`config.mk`:
```
export PLATFORM = sky130hd
export DESIGN_NAME = ppc_queue
export DESIGN_NICKNAME = d
export VERILOG_FILES = /design/src/sv/positional_pid_controller_core_assert.svh /design/src/sv/ppc_pkg.sv /design/src/sv/ppc_queue.sv
export SDC_FILE = /design/constraint.sdc
export NUM_CORES = 1
export LEC_CHECK = 0
export BUFFER_PORTS_ARGS = -buffer_cell sky130_fd_sc_hd__buf_2
export CORE_AREA = 2 2 43 45
export CTS_BUF_LIST = sky130_fd_sc_hd__clkbuf_16
export DETAILED_ROUTE_END_ITERATION = 16
export DIE_AREA = 0 0 45 47
export GPL_TIMING_DRIVEN = 0
export HOLD_SLACK_MARGIN = 0.06
export PLACE_DENSITY = 0.75
export SETUP_SLACK_MARGIN = 0.02
export SYNTH_ARGS = -nofsm -noshare
export SYNTH_HDL_FRONTEND = slang
export SYNTH_SLANG_ARGS = --single-unit
```
`constraint.sdc`:
```
create_clock -name clk -period 1.7 [get_ports clk]
set_input_delay 0.17 -clock clk [delete_from_list [all_inputs] [get_ports clk]]
set_output_delay 0.17 -clock clk [all_outputs]
set_load 0.01 [all_outputs]
```
`src/sv/positional_pid_controller_core_assert.svh`:
```
// Assertion shorthands for the PID core. Both expect clk and rst_n in scope.
`ifndef POSITIONAL_PID_CONTROLLER_CORE_ASSERT_SVH
`define POSITIONAL_PID_CONTROLLER_CORE_ASSERT_SVH

// Same-cycle implication.
`define PPC_ASSERT(lbl, ante, cons) \
  lbl: assert property (@(posedge clk) disable iff (!rst_n) (ante) |-> (cons)) \
    else $error("ppc assertion failed");

// Next-cycle implication.
`define PPC_ASSERT_NEXT(lbl, ante, cons) \
  lbl: assert property (@(posedge clk) disable iff (!rst_n) (ante) |=> (cons)) \
    else $error("ppc assertion failed");

`endif

```
`src/sv/ppc_pkg.sv`:
```
`timescale 1ns / 1ps
`default_nettype none
package ppc_pkg;

  localparam int DATA_W_DEF = 16;
  localparam int SUM_W_DEF  = 32;
  localparam int GAIN_W     = 32;
  localparam int Q_DEPTH    = 2;

  // Each term saturates at 2^60 in magnitude; three of them fit 63 bits.
  localparam int TERM_SHIFT = 60;
  localparam int TERM_W     = TERM_SHIFT + 2;
  localparam int TOT_W      = TERM_W + 1;

  localparam logic signed [TERM_W-1:0] TERM_POS = {2'b01, {TERM_SHIFT{1'b0}}};
  localparam logic signed [TERM_W-1:0] TERM_NEG = -TERM_POS;

  localparam logic [15:0] TICK_MAX = 16'hFFFF;

  localparam logic CMD_TICK   = 1'b0;
  localparam logic CMD_SAMPLE = 1'b1;

  localparam logic [1:0] MODE_P  = 2'd0;
  localparam logic [1:0] MODE_PI = 2'd1;

  localparam logic [1:0] ST_OK    = 2'd0;
  localparam logic [1:0] ST_MAX   = 2'd1;
  localparam logic [1:0] ST_FLOOR = 2'd2;

  localparam logic [2:0] REG_PROP_GAIN     = 3'd0;
  localparam logic [2:0] REG_INTEGRAL_GAIN = 3'd1;
  localparam logic [2:0] REG_DERIV_GAIN    = 3'd2;
  localparam logic [2:0] REG_SAMPLE_PERIOD = 3'd3;
  localparam logic [2:0] REG_LOOP_MODE     = 3'd4;
  localparam logic [2:0] REG_OUT_MAX       = 3'd5;
  localparam logic [2:0] REG_OUT_FLOOR     = 3'd6;

  typedef struct packed {
    logic [GAIN_W-1:0] prop_gain;
    logic [GAIN_W-1:0] integral_gain;
    logic [GAIN_W-1:0] deriv_gain;
    logic [1:0]        loop_mode;
    logic [15:0]       out_max;
    logic [15:0]       out_floor;
  } back_cfg_t;

endpackage
`default_nettype wire

```
`src/sv/ppc_queue.sv`:
```
`timescale 1ns / 1ps
`default_nettype none
module ppc_queue import ppc_pkg::*; #(
  parameter int WIDTH = 8,
  parameter int DEPTH = Q_DEPTH
) (
  input  wire logic             clk,
  input  wire logic             rst_n,
  input  wire logic             push,
  input  wire logic [WIDTH-1:0] wdata,
  input  wire logic             pop,
  output logic      [WIDTH-1:0] rdata,
  output logic                  full,
  output logic                  empty
);

  localparam int PW = (DEPTH > 1) ? $clog2(DEPTH) : 1;
  localparam int CW = $clog2(DEPTH + 1);

  logic [WIDTH-1:0] mem_r [DEPTH];
  logic [PW-1:0]    wr_ptr_r, wr_ptr_nxt, rd_ptr_r, rd_ptr_nxt;
  logic [CW-1:0]    count_r, count_nxt;

  assign full  = (count_r == CW'(DEPTH));
  assign empty = (count_r == '0);
  assign rdata = mem_r[rd_ptr_r];

  always_comb begin
    wr_ptr_nxt = wr_ptr_r;
    rd_ptr_nxt = rd_ptr_r;
    count_nxt  = count_r;
    if (push) begin
      wr_ptr_nxt = (wr_ptr_r == PW'(DEPTH - 1)) ? '0 : wr_ptr_r + 1'b1;
    end
    if (pop) begin
      rd_ptr_nxt = (rd_ptr_r == PW'(DEPTH - 1)) ? '0 : rd_ptr_r + 1'b1;
    end
    if (push && !pop) begin
      count_nxt = count_r + 1'b1;
    end else if (pop && !push) begin
      count_nxt = count_r - 1'b1;
    end
  end

  always_ff @(posedge clk) begin
    if (!rst_n) begin
      wr_ptr_r <= '0;
      rd_ptr_r <= '0;
      count_r  <= '0;
    end else begin
      wr_ptr_r <= wr_ptr_nxt;
      rd_ptr_r <= rd_ptr_nxt;
      count_r  <= count_nxt;
    end
  end

  always_ff @(posedge clk) begin
    if (push) begin
      mem_r[wr_ptr_r] <= wdata;
    end
  end

endmodule
`default_nettype wire

```
==> impl_metrics.yaml <==
status:
  status: "finished clean"
floorplanning:
  dieArea_mm2: 0.00212
  coreArea_mm2: 0.00165
  io-pin-count: 22
  start_util_pct: 48.1
  row_count: 15
  die_w_um: 45
  die_h_um: 47
layout:
  drive_gt1_share_pct: 47.2
  mostFrequentLayoutCells: "buf_2 (22), edfxtp_1 (16), mux2_2 (8)"
  final_common_cell: "buf_2"
  fillers: 147
  final_nets: 86
  area_delta_synth_final_pct: 25.8
  post-route-util_pct: 60.5
  fin_cells: 89
  antennaDiodeCount: 0
clocking:
  cts_resized: 0
  numCtsBuffers: 3
  hold_buffers: 0
  cts_setup_buffers: 0
  clk_path_buf_depth: 2
  cts_sinks: 21
  cts-htree-levels: 1
  insertion_delay_ps: 240
  clk_pin_slew_ps: 50
  cts_root_buffer: "clkbuf_16"
  cts_tree: "done"
timing:
  fmax_ghz: 0.705
  fin_crit_sh_pct: 83.4
  max_slew_margin_pct: 49.2
  hold_ws_ps: 112
  slew_viol_final: 0
  finalHoldViolations: 0
  fin_tns_setup_ps: 0
  finClkSkew_ps: 0.834
  setup_viol: 0
  rsz0062_at_grt: "no"
  worst_slew_pin_slew_ps: 761
  fin_crit_ps: 1420
global_route:
  antenna_found_initial: 0
  grt_pass1_vias: 407
  grt_max_degree: 12
  grt_pass1_wl_um: 1680
  grt.overflow.total: 0
  grt.total_usage_pct: 12.6
drt:
  routedWlPerCell_um: 13.0
  remaining_drc_errors: 0
  vias_per_cell: 4.87
  wl_um: 1160
  vias: 433
  drt_pass1_iterations: 2
  drtAntennaViolNets: 0
  drt_iter0_drc: 10
hold_path:
  holdPathStages: 1
  worstHoldEndpoint: "mem_r[0][6]"
  hold_path_class: "input port to register"
  hp-start: "wdata[6]"
logic_synthesis:
  yosysWarnings: 0
  synth.area.top_cells: "edfxtp_1 (60%), dfxtp_1 (13%), mux2_2 (11%)"
  yosysTopAreaCell: "edfxtp_1"
  yosysSeqAreaShare_pct: 73.1
  ys_seq_elements: 21
  synth_nets: 60
  netlist.area_leader.share_pct: 60.5
  avgSynthCellArea_um2: 16.9
  synthCells: 47
  synth_cell_types: 16
  synthesis.area_um2: 795
critical_path:
  regToRegSetupSlack_ps: 420
  r2r_cells: 1
  timing.rr.end: "mem_r[0][6]"
  r2r_start: "wr_ptr_r"
  worst_setup_path_start_kind: "register"
  endpoint_kind: "output port"
  crit_path_max_fanout: 8
  worstPathRequired_ps: 1530
  crit_type: "register to output port"
  worstPathArrival_ps: 1250
flow_run:
  drv_cap: 0
placement:
  dpl.cell_count: 85
  io_buffers: 21
  gp_congestion: 0.595
  hpwlAfterDp_um: 829
power:
  ir_drop_mv: 0.794
  p_leak_nw: 0.409
  p_per_area_mw_per_mm2: 1200
==> cells by family (layout without fill, tap and decap cells) <==
group	Yosys count	after routing	synth area share, %
adder cells (fa/ha/maj)	1	1	1.57
flip-flops	21	21	73.1
AO/OA/AOI/OAI	3	3	2.52
XOR/XNOR	3	3	3.31
multiplexers	8	8	11.3
buffers and inverters	2	27	1.10
AND/OR/NAND/NOR	9	9	7.09
==> where the power goes <==
group / switching (mW) / internal [mW]
sequential: 0.0144 / 0.589
combinational: 0.0654 / 0.0721
clock: 0.150 / 0.312
total: 0.230 / 0.973
==> synth_stat cells <==
cell	count
a21boi_1	1
and2_1	4
and2b_2	1
buf_2	1
dfxtp_1	5
edfxtp_1	16
ha_1	1
inv_1	1
mux2_2	8
nor2_1	1
nor2b_1	2
o21a_1	1
o21ai_0	1
or3_1	1
xnor2_1	1
xor2_1	2
==> critical path, cell delays in order (launching register included) <==
cell,delay [ps]
dfxtp_1,300
buf_2,210
mux2_2,360
buf_2,140
==> sequential cells by signal (all words and copies together), names as in the netlist, named ones only <==
signal,count
wr_ptr_r,1
count_r,2
rd_ptr_r,1
mem_r,16
==> area by class of cell <==
type | instances | area [um^2] | share of cell area (%)
Tap cell | 17 | 21.3 | 2.13
Clock inverter | 1 | 3.75 | 0.375
Sequential cell | 21 | 581 | 58.1
Timing Repair Buffer | 21 | 105 | 10.5
Inverter | 1 | 3.75 | 0.375
Buffer | 1 | 5.00 | 0.501
Multi-Input combinational cell | 24 | 205 | 20.5
Clock buffer | 3 | 75.1 | 7.51
==> layer usage <==
layer	routed length [um]	part of all wire, %	vias up	global-route usage (%)
li1	-	-	219	-
met1	421	36	200	10.9
met2	663	57	12	23.4
met3	61	5.3	2	3.85
met4	9	0.78	0	10.6
met5	0	0	-	0
==> how the worst max path moves through the flow <==
stage,startpoint,to,slack (ps),depth (start not counted)
floorplan,wr_ptr_r,mem_r[0][0],600,1
global placement,push,mem_r[0][0],390,2
detailed placement,push,mem_r[0][0],390,2
CTS,register,rdata[7],250,3
global route,register,rdata[5],220,3
finish,register,rdata[7],280,3
==> metrics by stage <==
stage | setup WS, ps | instance area [um^2] | total power [mW]
final | 282 | 1000 | 1.20
after global placement | 391 | 921 | 0.747
after CTS | 254 | 1000 | 1.22
after floorplan | 596 | 795 | 0.697
after global routing | 217 | 1000 | 1.25
after detailed placement | 392 | 921 | 0.753
Note: power is estimated with default switching activity, not from simulation.
