--- src/sv/positional_pid_controller_core_assert.svh ---
// Assertion shorthands for the PID core. Both expect clk and rst_n in scope.
`ifndef POSITIONAL_PID_CONTROLLER_CORE_ASSERT_SVH
`define POSITIONAL_PID_CONTROLLER_CORE_ASSERT_SVH

// Same-cycle implication.
`define PPC_ASSERT(lbl, ante, cons) \
  lbl: assert property (@(posedge clk) disable iff (!rst_n) (ante) |-> (cons)) \
    else $error("ppc assertion failed");

// Next-cycle implication.
`define PPC_ASSERT_NEXT(lbl, ante, cons) \
  lbl: assert property (@(posedge clk) disable iff (!rst_n) (ante) |=> (cons)) \
    else $error("ppc assertion failed");

`endif

--- src/sv/ppc_pkg.sv ---
`timescale 1ns / 1ps
`default_nettype none
package ppc_pkg;

  localparam int DATA_W_DEF = 16;
  localparam int SUM_W_DEF  = 32;
  localparam int GAIN_W     = 32;
  localparam int Q_DEPTH    = 2;

  // Each term saturates at 2^60 in magnitude; three of them fit 63 bits.
  localparam int TERM_SHIFT = 60;
  localparam int TERM_W     = TERM_SHIFT + 2;
  localparam int TOT_W      = TERM_W + 1;

  localparam logic signed [TERM_W-1:0] TERM_POS = {2'b01, {TERM_SHIFT{1'b0}}};
  localparam logic signed [TERM_W-1:0] TERM_NEG = -TERM_POS;

  localparam logic [15:0] TICK_MAX = 16'hFFFF;

  localparam logic CMD_TICK   = 1'b0;
  localparam logic CMD_SAMPLE = 1'b1;

  localparam logic [1:0] MODE_P  = 2'd0;
  localparam logic [1:0] MODE_PI = 2'd1;

  localparam logic [1:0] ST_OK    = 2'd0;
  localparam logic [1:0] ST_MAX   = 2'd1;
  localparam logic [1:0] ST_FLOOR = 2'd2;

  localparam logic [2:0] REG_PROP_GAIN     = 3'd0;
  localparam logic [2:0] REG_INTEGRAL_GAIN = 3'd1;
  localparam logic [2:0] REG_DERIV_GAIN    = 3'd2;
  localparam logic [2:0] REG_SAMPLE_PERIOD = 3'd3;
  localparam logic [2:0] REG_LOOP_MODE     = 3'd4;
  localparam logic [2:0] REG_OUT_MAX       = 3'd5;
  localparam logic [2:0] REG_OUT_FLOOR     = 3'd6;

  typedef struct packed {
    logic [GAIN_W-1:0] prop_gain;
    logic [GAIN_W-1:0] integral_gain;
    logic [GAIN_W-1:0] deriv_gain;
    logic [1:0]        loop_mode;
    logic [15:0]       out_max;
    logic [15:0]       out_floor;
  } back_cfg_t;

endpackage
`default_nettype wire

--- src/sv/ppc_front.sv ---
`timescale 1ns / 1ps
`default_nettype none
module ppc_front import ppc_pkg::*; #(
  parameter int DATA_WIDTH = DATA_W_DEF,
  parameter int SUM_WIDTH  = SUM_W_DEF
) (
  input  wire logic                  clk,
  input  wire logic                  rst_n,
  input  wire logic                  in_valid,
  output logic                       in_ready,
  input  wire logic                  in_cmd,
  input  wire logic [DATA_WIDTH-1:0] in_setpoint,
  input  wire logic [DATA_WIDTH-1:0] in_measured,
  input  wire logic [15:0]           sample_period,
  input  wire logic                  q_full,
  output logic                       q_push,
  output logic [(DATA_WIDTH+1)+SUM_WIDTH+(DATA_WIDTH+2)-1:0] q_wdata
);

  localparam int EW = DATA_WIDTH + 1;
  localparam int XW = ((SUM_WIDTH > EW) ? SUM_WIDTH : EW) + 1;
  localparam logic signed [XW-1:0] SUM_MAX =
    {{(XW-SUM_WIDTH+1){1'b0}}, {(SUM_WIDTH-1){1'b1}}};
  localparam logic signed [XW-1:0] SUM_MIN = ~SUM_MAX;

  logic signed [SUM_WIDTH-1:0] error_sum_r, error_sum_nxt;
  logic signed [EW-1:0]        last_err_r, last_err_nxt;
  logic [15:0]                 tick_count_r, tick_count_nxt;

  logic signed [EW-1:0]   err;
  logic signed [EW:0]     diff;
  logic signed [XW-1:0]   sum_x;
  logic                   accept, due;

  assign in_ready = !q_full;
  assign accept   = in_valid && in_ready;
  assign due      = (tick_count_r >= sample_period);
  assign q_push   = accept && (in_cmd == CMD_SAMPLE) && due;

  assign err   = EW'($signed(in_setpoint)) - EW'($signed(in_measured));
  assign diff  = (EW+1)'(err) - (EW+1)'(last_err_r);
  assign sum_x = XW'(error_sum_r) + XW'(err);

  always_comb begin
    if (sum_x > SUM_MAX) begin
      error_sum_nxt = SUM_MAX[SUM_WIDTH-1:0];
    end else if (sum_x < SUM_MIN) begin
      error_sum_nxt = SUM_MIN[SUM_WIDTH-1:0];
    end else begin
      error_sum_nxt = sum_x[SUM_WIDTH-1:0];
    end
  end

  assign q_wdata = {err, error_sum_nxt, diff};

  always_comb begin
    tick_count_nxt = tick_count_r;
    last_err_nxt   = last_err_r;
    if (accept && in_cmd == CMD_TICK) begin
      if (tick_count_r != TICK_MAX) begin
        tick_count_nxt = tick_count_r + 1'b1;
      end
    end else if (q_push) begin
      tick_count_nxt = '0;
      last_err_nxt   = err;
    end
  end

  always_ff @(posedge clk) begin
    if (!rst_n) begin
      error_sum_r  <= '0;
      last_err_r   <= '0;
      tick_count_r <= '0;
    end else begin
      tick_count_r <= tick_count_nxt;
      last_err_r   <= last_err_nxt;
      if (q_push) begin
        error_sum_r <= error_sum_nxt;
      end
    end
  end

endmodule
`default_nettype wire

--- config.mk ---
export PLATFORM = sky130hd
export DESIGN_NAME = ppc_front
export DESIGN_NICKNAME = d
export VERILOG_FILES = /design/src/sv/positional_pid_controller_core_assert.svh /design/src/sv/ppc_pkg.sv /design/src/sv/ppc_front.sv
export SDC_FILE = /design/constraint.sdc
export NUM_CORES = 1
export LEC_CHECK = 0
export ABC_AREA = 0
export CAP_MARGIN = 25
export CORE_MARGIN = 5
export CORE_UTILIZATION = 40
export CTS_BUF_LIST = sky130_fd_sc_hd__clkbuf_8
export DETAILED_ROUTE_END_ITERATION = 12
export DONT_BUFFER_PORTS = 1
export PLACE_DENSITY = 0.65
export SYNTH_ARGS = -nofsm -noshare
export SYNTH_HDL_FRONTEND = slang
export SYNTH_SLANG_ARGS = --single-unit
--- constraint.sdc ---
create_clock -name clk -period 6.66 [get_ports clk]
set_input_delay 0 -clock clk [delete_from_list [all_inputs] [get_ports clk]]
set_output_delay 0 -clock clk [all_outputs]
set_load 0.005 [all_outputs]
==> results.py <==
metrics = {
    "outcome": {
        "outcome": "finished clean",
    },
    "finish": {
        "drive_gt1_share_pct": 6.75,
        "final_util_pct": 43.4,
        "final_nets": 992,
        "syn2layout_area_growth_pct": 7.18,
        "postLayoutCellArea_um2": 6850,
        "antenna_cells": 0,
    },
    "global_routing": {
        "grt-ovfl-total": 0,
        "antenna_found_initial": 0,
        "grt_usage_pct": 18.5,
        "grt_pass1_wl_mm": 27.7,
        "grt_pass1_vias": 5734,
        "grt_max_degree": 44,
    },
    "route": {
        "drt_wl_total_mm": 17.1,
        "antenna_left": 0,
        "wl_per_cell_um": 15.9,
        "drc_errors": 0,
        "first_pass_iters": 4,
        "vias": 5893,
        "drt_iter0_drc": 323,
        "vias_per_cell": 5.48,
    },
    "floorplanning": {
        "coreArea_um2": 15800,
        "die_area_um2": 18600,
        "core.rowCount": 46,
        "die_y_um": 136,
        "die_w_um": 136,
        "ios": 122,
        "initial_utilization_pct": 40.5,
    },
    "placed_design": {
        "io_buffers": 0,
        "dp_hpwl_mm": 13.2,
        "gp_congestion": 0.833,
        "place_area_um2": 6580,
    },
    "critical_path": {
        "crit_start": "in_measured[0]",
        "path_buf_inv": 3,
        "r2r_slack_ns": 3.01,
        "path_cells": "dlygate4sd3_1 -> ha_1 -> fa_1 -> nor2b_1 -> o21ai_0 -> a21boi_0 -> o21a_1 -> o21a_1 -> o2111a_1 -> o21ai_0 -> a221o_1 -> buf_4 -> ha_1 -> and3_1 -> nand4_1 -> or3_1 -> o311a_2 -> o211a_1 -> nand2_1 -> and2_1 -> buf_4 -> nand3_1 -> nand2_1",
        "max_stage_delay_ns": 0.54,
        "end_kind": "output port",
        "cp-endpoint": "q_wdata[27]",
        "r2r-end": "tick_count_r[7]$_SDFFE_PN0P_",
        "r2r-start": "tick_count_r[0]$_SDFFE_PN0P_",
        "required_ns": 6.66,
        "arrival_ns": 5.88,
        "r2r_cells": 14,
        "worst-path-stages": 23,
        "cp_slowest_cell": "dlygate4sd3_1",
        "path_max_fanout": 17,
        "start_kind": "input port",
        "crit_family": "compound AO/OA/AOI/OAI gates",
        "crit_type": "in2out",
    },
    "min_path": {
        "hp-start": "in_measured[1]",
        "hp-class": "in2reg",
    },
    "timing": {
        "skew_ns": 0.0133,
        "final_hold_viol_count": 0,
        "holdWs_ns": 0.0267,
        "tns_ns": 0,
        "fin_crit_sh_pct": 88.2,
        "drv_slew": 0,
        "grt_setup_unrepaired": "false",
        "max_slew_margin_pct": 31.2,
        "worst_slew_pin_slew_ns": 1.01,
        "setup-violations-final": 0,
        "final.min_clock_period_ns": 5.88,
        "fmax_mhz": 170,
    },
    "power": {
        "p_leak_nw": 3.19,
        "p_per_area_nw_per_um2": 185,
        "peakVddDrop_mv": 0.0917,
    },
    "cts": {
        "cts_inserted_buffers": 9,
        "clockBufferDepth": 2,
        "cts-root-buf": "clkbuf_8",
        "cts_sinks": 65,
        "post_cts_resized": 0,
        "post-cts-setup-buffers": 0,
        "worstSkewPairLatency_ns": 0.36,
        "cts_tree": "built",
        "cts_max_level": 3,
        "clk_pin_slew_ns": 0.07,
        "holdBufCountCts": 5,
    },
    "yosys": {
        "synth_edf_count": 0,
        "synth_area_um2": 6390,
        "synth_top_cell_area_share_pct": 20.4,
        "async_flop_share_pct": 0,
        "yosys.area.top_type": "dfxtp_1",
        "yosysWarnings": 0,
        "synthFlopType": "dfxtp_1",
        "synthCells": 854,
        "ys_seq_area_share_pct": 20.4,
        "synth.avg_cell_area_um2": 7.49,
        "synth_nets": 992,
        "synth_common_cells": "nand2_1, ha_1, inv_1",
        "synth-seq-cells": 65,
        "ys_types": 70,
        "synth_most_common_cell": "nand2_1",
        "synth.area.top_cells": "dfxtp_1, ha_1, nand2_1",
    },
    "job": {
        "maxCapViolations": 0,
    },
}
[logic make-up (layout without fill, tap and decap cells)]
kind of cell | count (synthesis) | count (layout) | synth area share, %
flip-flops | 65 | 65 | 20.4
adder cells (fa/ha/maj) | 85 | 85 | 17.0
multiplexers | 1 | 1 | 0.157
XOR/XNOR | 55 | 55 | 7.54
AND/OR/NAND/NOR | 270 | 270 | 19.9
buffers and inverters | 108 | 113 | 7.28
AO/OA/AOI/OAI | 270 | 270 | 27.8
[routing by layer]
layer | track usage [%] | routed length (um)
met1 | 23.9 | 8120
met2 | 30.5 | 7580
met5 | 0 | 0
met4 | 6.10 | 370
met3 | 4.33 | 1020
[sequential cells by signal, summed over array words and instances (netlist names)]
| signal | count |
|---|---|
| error_sum_r | 32 |
| last_err_r | 17 |
| tick_count_r | 16 |
[area by class of cell]
cell class                 count  area, um^2
clock buffer                  12         165
timing repair buffer          16         143
multi-input combinational    681        4630
inverter                      81         304
tap                          216         270
clock inverter                 4        42.5
fill                        1683        8920
sequential                    65        1300
[per-stage QoR]
step                      total power, mW  cells  setup WS (ns)
final                                1.27   1075          0.785
after floorplan                     0.779    854           2.02
after detailed placement            0.907   1054           1.16
after global routing                 1.36   1075          0.395
after CTS                            1.28   1075          0.782
after global placement              0.905   1054           1.24
[worst min path at each step]
stage | slack [ns] | endpoint | cells past startpoint
after floorplan | 0.03 | in_ready | 1
after global placement | 0.04 | in_ready | 1
after detailed placement | 0.04 | in_ready | 1
after CTS | 0.0005 | tick_count_r[1]$_SDFFE_PN0P_ | 5
after global routing | 0.02 | last_err_r[1]$_SDFFE_PN0P_ | 2
final | 0.03 | last_err_r[1]$_SDFFE_PN0P_ | 2
[placed cells by master, fill, tap and decap left out, types with 27 or more instances in the layout]
cell type  instances
nor2_1            54
a21oi_1           68
xnor2_1           35
nand2_1          107
inv_1             81
ha_1              82
a21o_1            27
dfxtp_1           65
o21ai_0           65
[where the power goes]
part	total (mW)	switching (mW)	leakage [nW]	internal (mW)
combinational	0.515	0.325	2.55	0.189
sequential	0.389	0.000517	0.523	0.389
clock	0.366	0.165	0.115	0.201
Power figures use the tool's default switching activity.
